<file path="config.mk">
export PLATFORM = sky130hd
export DESIGN_NAME = key_short_long_press_classifier_core_flat
export DESIGN_NICKNAME = d
export VERILOG_FILES = /design/src/sv/kslp_pkg.sv /design/src/sv/kslp_if.sv /design/src/sv/kslp_lane.sv /design/src/sv/kslp_merge.sv /design/src/sv/key_short_long_press_classifier_core.sv /design/src/flat_wrapper.sv
export VERILOG_INCLUDE_DIRS = /design/src /design/src/sv
export SDC_FILE = /design/constraint.sdc
export NUM_CORES = 1
export LEC_CHECK = 0
export BUFFER_PORTS_ARGS = -buffer_cell sky130_fd_sc_hd__buf_2
export CAP_MARGIN = 20
export CORE_AREA = 2 2 154 156
export CTS_CLUSTER_SIZE = 24
export DETAILED_ROUTE_END_ITERATION = 7
export DIE_AREA = 0 0 156 158
export PLACE_DENSITY = 0.73
export RECOVER_POWER = 25
export SLEW_MARGIN = 40
export SYNTH_ARGS = -nofsm -noshare
export SYNTH_HDL_FRONTEND = slang
export SYNTH_SLANG_ARGS = --single-unit
</file>
<file path="constraint.sdc">
create_clock -name i_clk -period 6.3 [get_ports i_clk]
set_clock_uncertainty 0.2 [all_clocks]
set_input_delay 1.89 -clock i_clk [delete_from_list [all_inputs] [get_ports i_clk]]
set_output_delay 1.89 -clock i_clk [all_outputs]
set_load 0.01 [all_outputs]
</file>
<file path="src/sv/key_short_long_press_classifier_core_macros.svh">
// Assertion macros shared by the press classifier RTL.
`ifndef KEY_SHORT_LONG_PRESS_CLASSIFIER_CORE_MACROS_SVH
`define KEY_SHORT_LONG_PRESS_CLASSIFIER_CORE_MACROS_SVH

// Same-cycle implication, disabled while reset is asserted.
`define KSLP_ASSERT_NOW(label, clk, rst_n, ante, cons) \
    label: assert property (@(posedge clk) disable iff (!rst_n) (ante) |-> (cons)) \
        else $error("kslp: same-cycle check failed");

// Next-cycle implication, disabled while reset is asserted.
`define KSLP_ASSERT_NEXT(label, clk, rst_n, ante, cons) \
    label: assert property (@(posedge clk) disable iff (!rst_n) (ante) |=> (cons)) \
        else $error("kslp: next-cycle check failed");

`endif

</file>
<file path="src/sv/kslp_pkg.sv">
// Types and constants of the key short/long press classifier.
`timescale 1ns / 1ps

package kslp_pkg;

    // Width of the key fields carried by one scan item and one result item.
    localparam int KEYS_W     = 2;
    localparam int TICK_W     = 32;
    localparam int CFG_IDX_W  = 8;

    localparam logic [CFG_IDX_W-1:0] REG_SHORT_THR = 8'd0;
    localparam logic [CFG_IDX_W-1:0] REG_LONG_THR  = 8'd1;

    localparam logic [TICK_W-1:0] SHORT_THR_RST = 32'd2;
    localparam logic [TICK_W-1:0] LONG_THR_RST  = 32'd300;

    typedef enum logic [1:0] {
        PH_IDLE = 2'd0,
        PH_DOWN = 2'd1,
        PH_LONG = 2'd2
    } t_phase;

    typedef struct packed {
        logic short_ev;
        logic long_ev;
    } t_lane_ev;

    typedef struct packed {
        logic [KEYS_W-1:0] short_mask;
        logic [KEYS_W-1:0] long_mask;
    } t_result;

endpackage

</file>
<file path="src/sv/kslp_if.sv">
// Handshake interfaces for the scan, result and configuration channels.
`timescale 1ns / 1ps

interface kslp_scan_if;
    import kslp_pkg::*;
    logic              valid;
    logic              ready;
    logic [KEYS_W-1:0] pressed_levels;
    logic [TICK_W-1:0] now_ticks;
    modport source (output valid, output pressed_levels, output now_ticks, input ready);
    modport sink   (input valid, input pressed_levels, input now_ticks, output ready);
endinterface

interface kslp_result_if;
    import kslp_pkg::*;
    logic              valid;
    logic              ready;
    logic [KEYS_W-1:0] short_press_mask;
    logic [KEYS_W-1:0] long_press_mask;
    modport source (output valid, output short_press_mask, output long_press_mask,
                    input ready);
    modport sink   (input valid, input short_press_mask, input long_press_mask,
                    output ready);
endinterface

interface kslp_cfg_if;
    import kslp_pkg::*;
    logic                 valid;
    logic                 ready;
    logic [CFG_IDX_W-1:0] index;
    logic [TICK_W-1:0]    data;
    modport source (output valid, output index, output data, input ready);
    modport sink   (input valid, input index, input data, output ready);
endinterface

</file>
<file path="src/sv/kslp_lane.sv">
// One key lane: phase and press timestamp tracking with event detection.
`timescale 1ns / 1ps

module kslp_lane (
    input  logic                     i_clk,
    input  logic                     i_rst_n,
    input  logic                     i_en,
    input  logic                     i_pressed,
    input  logic [kslp_pkg::TICK_W-1:0] i_now,
    input  logic [kslp_pkg::TICK_W-1:0] i_short_thr,
    input  logic [kslp_pkg::TICK_W-1:0] i_long_thr,
    output kslp_pkg::t_lane_ev       o_ev
);
    import kslp_pkg::*;

    t_phase            r_phase, n_phase;
    logic [TICK_W-1:0] r_start, n_start;
    logic [TICK_W-1:0] held;
    t_lane_ev          ev;

    // Held time wraps modulo 2^32 by plain unsigned subtraction.
    assign held = i_now - r_start;

    always_comb begin
        n_phase = r_phase;
        n_start = r_start;
        ev      = '0;
        unique case (r_phase)
            PH_DOWN: begin
                if (!i_pressed) begin
                    n_phase = PH_IDLE;
                    n_start = '0;
                    if (held >= i_short_thr && held < i_long_thr) begin
                        ev.short_ev = 1'b1;
                    end else if (held >= i_long_thr) begin
                        ev.long_ev = 1'b1;
                    end
                end else if (held >= i_long_thr) begin
                    n_start    = i_now;
                    n_phase    = PH_LONG;
                    ev.long_ev = 1'b1;
                end
            end
            PH_LONG: begin
                if (!i_pressed) begin
                    n_phase = PH_IDLE;
                    n_start = '0;
                end else if (held >= i_long_thr) begin
                    n_start    = i_now;
                    ev.long_ev = 1'b1;
                end
            end
            default: begin
                // A fresh press has held time zero, so it is long at once only
                // when the long threshold is zero.
                if (i_pressed) begin
                    n_start = i_now;
                    n_phase = PH_DOWN;
                    if (i_long_thr == '0) begin
                        n_phase    = PH_LONG;
                        ev.long_ev = 1'b1;
                    end
                end
            end
        endcase
    end

    always_ff @(posedge i_clk) begin
        if (!i_rst_n) begin
            r_phase <= PH_IDLE;
            r_start <= '0;
        end else if (i_en) begin
            r_phase <= n_phase;
            r_start <= n_start;
        end
    end

    assign o_ev = ev;

endmodule

</file>
<file path="src/sv/kslp_merge.sv">
// Merges the per-lane events into the short and long press masks of one result.
`timescale 1ns / 1ps

module kslp_merge #(
    parameter int NUM_KEYS = 2
) (
    input  kslp_pkg::t_lane_ev i_ev [NUM_KEYS],
    output kslp_pkg::t_result  o_result
);
    import kslp_pkg::*;

    // Keys beyond the field width are dropped; missing keys read as no event.
    for (genvar k = 0; k < KEYS_W; k++) begin : g_bit
        if (k < NUM_KEYS) begin : g_lane
            assign o_result.short_mask[k] = i_ev[k].short_ev;
            assign o_result.long_mask[k]  = i_ev[k].long_ev;
        end else begin : g_none
            assign o_result.short_mask[k] = 1'b0;
            assign o_result.long_mask[k]  = 1'b0;
        end
    end

endmodule

</file>
<file path="src/sv/key_short_long_press_classifier_core.sv">
// A result item enters the two-entry result buffer when its scan is accepted and is
// offered once older results are taken. Throughput: one scan item per cycle unless
// the buffer is full; each key has its own lane, so scans flow while one result waits.
// Reset (synchronous, active low): all keys idle with zero timestamps,
// thresholds back to 2 and 300 ticks, result buffer emptied.
`timescale 1ns / 1ps
`include "key_short_long_press_classifier_core_macros.svh"

module key_short_long_press_classifier_core #(
    parameter int NUM_KEYS = 2
) (
    input  logic          i_clk,
    input  logic          i_rst_n,
    kslp_scan_if.sink     i_scan,
    kslp_cfg_if.sink      i_cfg,
    kslp_result_if.source o_result
);
    import kslp_pkg::*;

    logic [TICK_W-1:0] r_short_thr;
    logic [TICK_W-1:0] r_long_thr;

    t_lane_ev w_ev [NUM_KEYS];
    t_result  w_res;

    t_result  r_buf [2];
    logic     r_head;
    logic [1:0] r_cnt, n_cnt;
    logic     push, pop, tail;

    assign i_cfg.ready = 1'b1;

    always_ff @(posedge i_clk) begin
        if (!i_rst_n) begin
            r_short_thr <= SHORT_THR_RST;
            r_long_thr  <= LONG_THR_RST;
        end else if (i_cfg.valid) begin
            if (i_cfg.index == REG_SHORT_THR) begin
                r_short_thr <= i_cfg.data;
            end else if (i_cfg.index == REG_LONG_THR) begin
                r_long_thr <= i_cfg.data;
            end
        end
    end

    assign i_scan.ready = (r_cnt != 2'd2);
    assign push = i_scan.valid && i_scan.ready;
    assign pop  = o_result.valid && o_result.ready;

    for (genvar k = 0; k < NUM_KEYS; k++) begin : g_lane
        logic pressed;
        if (k < KEYS_W) begin : g_in
            assign pressed = i_scan.pressed_levels[k];
        end else begin : g_off
            assign pressed = 1'b0;
        end
        kslp_lane u_lane (
            .i_clk       (i_clk),
            .i_rst_n     (i_rst_n),
            .i_en        (push),
            .i_pressed   (pressed),
            .i_now       (i_scan.now_ticks),
            .i_short_thr (r_short_thr),
            .i_long_thr  (r_long_thr),
            .o_ev        (w_ev[k])
        );
    end

    kslp_merge #(.NUM_KEYS(NUM_KEYS)) u_merge (
        .i_ev     (w_ev),
        .o_result (w_res)
    );

    assign tail = r_head ^ r_cnt[0];

    always_comb begin
        unique case ({push, pop})
            2'b10:   n_cnt = r_cnt + 2'd1;
            2'b01:   n_cnt = r_cnt - 2'd1;
            default: n_cnt = r_cnt;
        endcase
    end

    always_ff @(posedge i_clk) begin
        if (!i_rst_n) begin
            r_cnt  <= 2'd0;
            r_head <= 1'b0;
        end else begin
            r_cnt <= n_cnt;
            if (pop) begin
                r_head <= ~r_head;
            end
        end
    end

    always_ff @(posedge i_clk) begin
        if (push) begin
            r_buf[tail] <= w_res;
        end
    end

    assign o_result.valid            = (r_cnt != 2'd0);
    assign o_result.short_press_mask = r_buf[r_head].short_mask;
    assign o_result.long_press_mask  = r_buf[r_head].long_mask;

    `KSLP_ASSERT_NOW(a_cnt_range, i_clk, i_rst_n, 1'b1, r_cnt != 2'd3)
    `KSLP_ASSERT_NEXT(a_push_only, i_clk, i_rst_n, push && !pop, r_cnt == $past(r_cnt) + 2'd1)
    `KSLP_ASSERT_NEXT(a_pop_only, i_clk, i_rst_n, pop && !push, r_cnt == $past(r_cnt) - 2'd1)

endmodule
</file>
<file path="src/flat_wrapper.sv">
// flat-port wrapper written by rule: the top's interface ports become plain ports
module key_short_long_press_classifier_core_flat import kslp_pkg::*;
#(
    parameter int NUM_KEYS = 2
)
  (i_clk, i_rst_n, i_scan_valid, i_scan_pressed_levels, i_scan_now_ticks, i_scan_ready, i_cfg_valid, i_cfg_index, i_cfg_data, i_cfg_ready, o_result_valid, o_result_short_press_mask, o_result_long_press_mask, o_result_ready);
  kslp_scan_if i_scan_i ();
  kslp_cfg_if i_cfg_i ();
  kslp_result_if o_result_i ();
  input  logic i_clk;
  input  logic i_rst_n;
  input wire logic [$bits(i_scan_i.valid)-1:0] i_scan_valid;
  input wire logic [$bits(i_scan_i.pressed_levels)-1:0] i_scan_pressed_levels;
  input wire logic [$bits(i_scan_i.now_ticks)-1:0] i_scan_now_ticks;
  output wire logic [$bits(i_scan_i.ready)-1:0] i_scan_ready;
  input wire logic [$bits(i_cfg_i.valid)-1:0] i_cfg_valid;
  input wire logic [$bits(i_cfg_i.index)-1:0] i_cfg_index;
  input wire logic [$bits(i_cfg_i.data)-1:0] i_cfg_data;
  output wire logic [$bits(i_cfg_i.ready)-1:0] i_cfg_ready;
  output wire logic [$bits(o_result_i.valid)-1:0] o_result_valid;
  output wire logic [$bits(o_result_i.short_press_mask)-1:0] o_result_short_press_mask;
  output wire logic [$bits(o_result_i.long_press_mask)-1:0] o_result_long_press_mask;
  input wire logic [$bits(o_result_i.ready)-1:0] o_result_ready;
  assign i_scan_i.valid = i_scan_valid;
  assign i_scan_i.pressed_levels = i_scan_pressed_levels;
  assign i_scan_i.now_ticks = i_scan_now_ticks;
  assign i_scan_ready = i_scan_i.ready;
  assign i_cfg_i.valid = i_cfg_valid;
  assign i_cfg_i.index = i_cfg_index;
  assign i_cfg_i.data = i_cfg_data;
  assign i_cfg_ready = i_cfg_i.ready;
  assign o_result_valid = o_result_i.valid;
  assign o_result_short_press_mask = o_result_i.short_press_mask;
  assign o_result_long_press_mask = o_result_i.long_press_mask;
  assign o_result_i.ready = o_result_ready;
  key_short_long_press_classifier_core #(.NUM_KEYS(NUM_KEYS)) u_core (.i_clk(i_clk), .i_rst_n(i_rst_n), .i_scan(i_scan_i), .i_cfg(i_cfg_i), .o_result(o_result_i));
endmodule
</file>
==> metrics.txt <==
outcome=finished with violations; violated checks=max-capacitance violations, max-slew violations, negative setup slack; Worst Setup Slack, final=-0.149 ns; R2R depth=22; Clock Tree Buf Depth=2; Antenna diodes=0; Routed WL per cell=17.8 um; post-synthesis compound-gate area fraction=slightly above 20%; placed instance area=between 0.01 and 0.015 mm2; Synth Warn #=0; first-pass GRT wire length=around 57000 um; synthesized flop and latch total=between 100 and 150; Hold Crit Start=u_core.g_lane[1].u_lane.r_start[26]; reg-to-reg slack, setup=approximately 0.95 ns; xor/xnor share of the synthesized area=3.82%; post-synthesis cell area=approximately 0.012 mm2; Die Y=approximately 160 um; core area=about 0.023 mm2; Finished Cell Area=about 0.016 mm2; via count=around 12000; DRT Pass-1 Iters=6; share of cells above drive strength 1=about a fifth; RSZ-0062 raised after global routing=yes; Max VDD drop=about 0.16 mV; Hold WC Path Type=reg -> reg; CP Class=in -> reg; Area growth syn-to-layout=25.3%; Multi-input gate area=around 0.0091 mm2; CTS buffer count=17; post-synthesis sequential area ratio=a little under a quarter; Post-synth EDFFs=8; period utilization=102%; htree depth=4; Cell variety after synth=a little over 70; Max Cap Viol=1; initial DRC count=915; Final Slew Violations=roughly 100; simple-gate share of the synthesized area=between 15 and 20%; DR DRC count=0; Synth Flop Type=dfxtp_1; Hold Path Stages=2; clk root buf=clkbuf_16; largest family of logic cells by synthesized area=compound AO/OA/AOI/OAI gates; hpwl dp=between 20000 and 30000 um; startpoint types=input pin; clock sink total=144; # port buffers=84; post-route insts no fill=slightly above 2000; Power Density=roughly 290 mW/mm2; Placer Congestion=approximately 0.95; register area=between 0.002 and 0.003 mm2; Power, Total=between 4 and 5 mW; Final Hold Fails=0; Max FO, Critical Path=3; Ports=86; Max stage delay on crit path=just under 0.4 ns; final setup fails=32; synthesized area per cell=7.96 um2; nets=between 2000 and 2500; clk slew on worst S/H paths=0.08 ns; row count=56; Antenna Nets Post-Route=0; post-layout util=67.3%; LEAKAGE=6.69 nW; fin crit period=about 6.4 ns; largest net degree at the start of global routing=around 100; DR vias/cell=5.84; slowest stage cell on the critical path=nor4_4; # fillers=roughly 1800; GRT Overall Usage=29.0%; initial antenna violation count=0; vias in the first global route=11500; Max Freq=0.155 GHz; post-synthesis mux area share=6.03%; worst skew pair latency=between 0.4 and 0.5 ns; critical path required time=approximately 6.4 ns; worst path arrival time=~6.5 ns; Slew headroom=-167%; Cells after DPL=about 2000; Worst-Margin Slew=~4.0 ns; synthesized instance count=~1600; worst flop-to-flop path endpoint=u_core.r_buf[0][1]; Overflow after GRT=0; worst r2r src=u_core.g_lane[1].u_lane.r_start[5]; CP most frequent cell=buf_4; CTS tree=built; wirelength, routed=approximately 37000 um; Worst Setup End Kind=flip-flop; Die W=156 um; syn nets=approximately 1800; full die area=about 0.025 mm2; post-cts hold buffer count=0; Synth async-reset ratio=0%; Post-Synth Adder-Cell Area=20.0%; Starting Density=a little over half; Endpoint, Worst Hold=u_core.g_lane[1].u_lane.r_start[26]
==> layout by cell type, fill, tap and decap left out, drive strengths merged, types with 4 or more instances in the layout <==
master   synthesis  layout
a21boi          61      61
a221oi           4       4
nand2b          18      18
nor2b           18      18
mux2             5       5
clkbuf          52      23
nor4            14      14
nor3            14      14
xor2            15      15
a21o            66      66
a2111oi          8       8
nand4           34      34
edfxtp           8       8
nand3           80      80
a211o            4       4
or3             10      10
nor2            49      49
and2             7       7
or2             10      10
buf              9     254
nand2          226     226
o41ai            4       4
mux2i           69      69
inv            155     164
a221o            4       4
xnor2           39      39
clkinv           0       5
o21ai           46      46
o21a            12      12
a21oi           87      87
dfxtp          136     136
o211ai           9       9
o21bai           8       8
a31oi            7       7
a211oi          11      11
and3            10      10
ha             195     195
==> flip-flops by register name (all words and copies together), names as in the netlist, named ones only <==
name and cells:
u_core.g_lane.u_lane.r_phase 4, u_core.g_lane.u_lane.r_start 64, u_core.r_buf 8, u_core.r_cnt 2, u_core.r_head 1, u_core.r_long_thr 32, u_core.r_short_thr 32
==> cell families (layout without fill, tap and decap cells) <==
kind of cell             Yosys count  in the layout
adder cells (fa/ha/maj)          197            197
AO/OA/AOI/OAI                    365            365
multiplexers                      74             74
other                              1              1
buffers and inverters            216            447
AND/OR/NAND/NOR                  504            504
XOR/XNOR                          54             54
flip-flops                       144            144
==> synthesized netlist by cell type, drive strengths merged, types with 5 or more instances <==
library cell    n  area [um2]
o211ai          9        67.6
mux2            5        56.3
a21oi          87         435
edfxtp          8         240
mux2i          69         691
a21o           66         495
nor3           14        70.1
nand3          80         400
ha            195        2440
a31oi           7        43.8
o21ai          46         230
nand2         226         848
or3            10        62.6
clkbuf         52         195
nand4          34         213
a211oi         11        82.6
buf             9        52.6
and3           10        62.6
xor2           15         131
a2111oi         8        71.3
nor4           14        87.6
dfxtp         136        2720
nor2b          18         113
o21bai          8        60.1
xnor2          39         342
nor2           49         184
nand2b         18         113
and2            7        43.8
a21boi         61         458
or2            10        65.1
o21a           12        90.1
inv           155         582
==> critical path, delay by kind of cell <==
family | cells | cell delay [ns]
adders and majority gates | 3 | 0.77
muxes | 1 | 0.21
AOI/OAI and AO/OA | 8 | 1.65
buffers and inverters | 7 | 0.74
and+or+nand+nor | 7 | 1.24
==> layout make-up <==
cell class	instances	share of cell area [%]
clock buffers	17	2.74
flip-flops and latches	144	19.1
multi-input cells	1195	58.6
repair buffers	260	12.2
well taps	290	2.34
inverters	155	3.77
clock inverters	15	1.18
==> worst max-delay path by stage <==
stage | cells past startpoint | startpoint | to
6_report | 26 | i_scan_now_ticks[0] | u_core.r_buf[0][1]
5_1_grt | 25 | i_scan_now_ticks[0] | u_core.g_lane[1].u_lane.r_start[7]
4_1_cts | 23 | i_scan_now_ticks[5] | u_core.g_lane[1].u_lane.r_start[24]
3_5_place_dp | 23 | i_scan_now_ticks[0] | u_core.g_lane[1].u_lane.r_phase[0]
3_3_place_gp | 22 | i_scan_now_ticks[0] | u_core.g_lane[1].u_lane.r_phase[1]
2_1_floorplan | 20 | i_scan_now_ticks[0] | u_core.g_lane[1].u_lane.r_phase[0]
==> timing repair <==
| item | CTS | global route |
|---|---|---|
| endpoints found under the hold margin | 0 | 0 |
| buffers inserted | 11 | 9 |
| setup endpoints to repair | 72 | 76 |
| resized for setup | 39 | 55 |
| pin swaps | 25 | 40 |
| cloned | 2 | 3 |
==> metal layers <==
metal	vias to the layer above	share of wire, %	track usage [%]
li1	5970	-	-
met1	5720	43	36.1
met2	369	48	49.9
met3	75	5.3	5.61
met4	0	3.2	10.5
met5	-	0	0
==> metrics by stage <==
| step | hold WS, ns | TNS (ns) | setup WS, ns |
|---|---|---|---|
| floorplan | 0.238 | 0 | 0.0193 |
| global placement | 0.244 | -44.04 | -0.774 |
| detailed placement | 0.251 | -47.42 | -0.775 |
| CTS | 0.264 | -0.303 | -0.0432 |
| global route | 0.276 | -10.62 | -0.261 |
| finish | 0.261 | -2.18 | -0.149 |
==> power by group <==
| group | switching [mW] | leakage, nW | internal (mW) | total [mW] |
|---|---|---|---|---|
| Clock | 0.514 | 0.294 | 0.540 | 1.05 |
| Combinational | 1.27 | 5.21 | 1.17 | 2.44 |
| Sequential | 0.0480 | 1.18 | 1.01 | 1.06 |
Power figures use the tool's default switching activity.
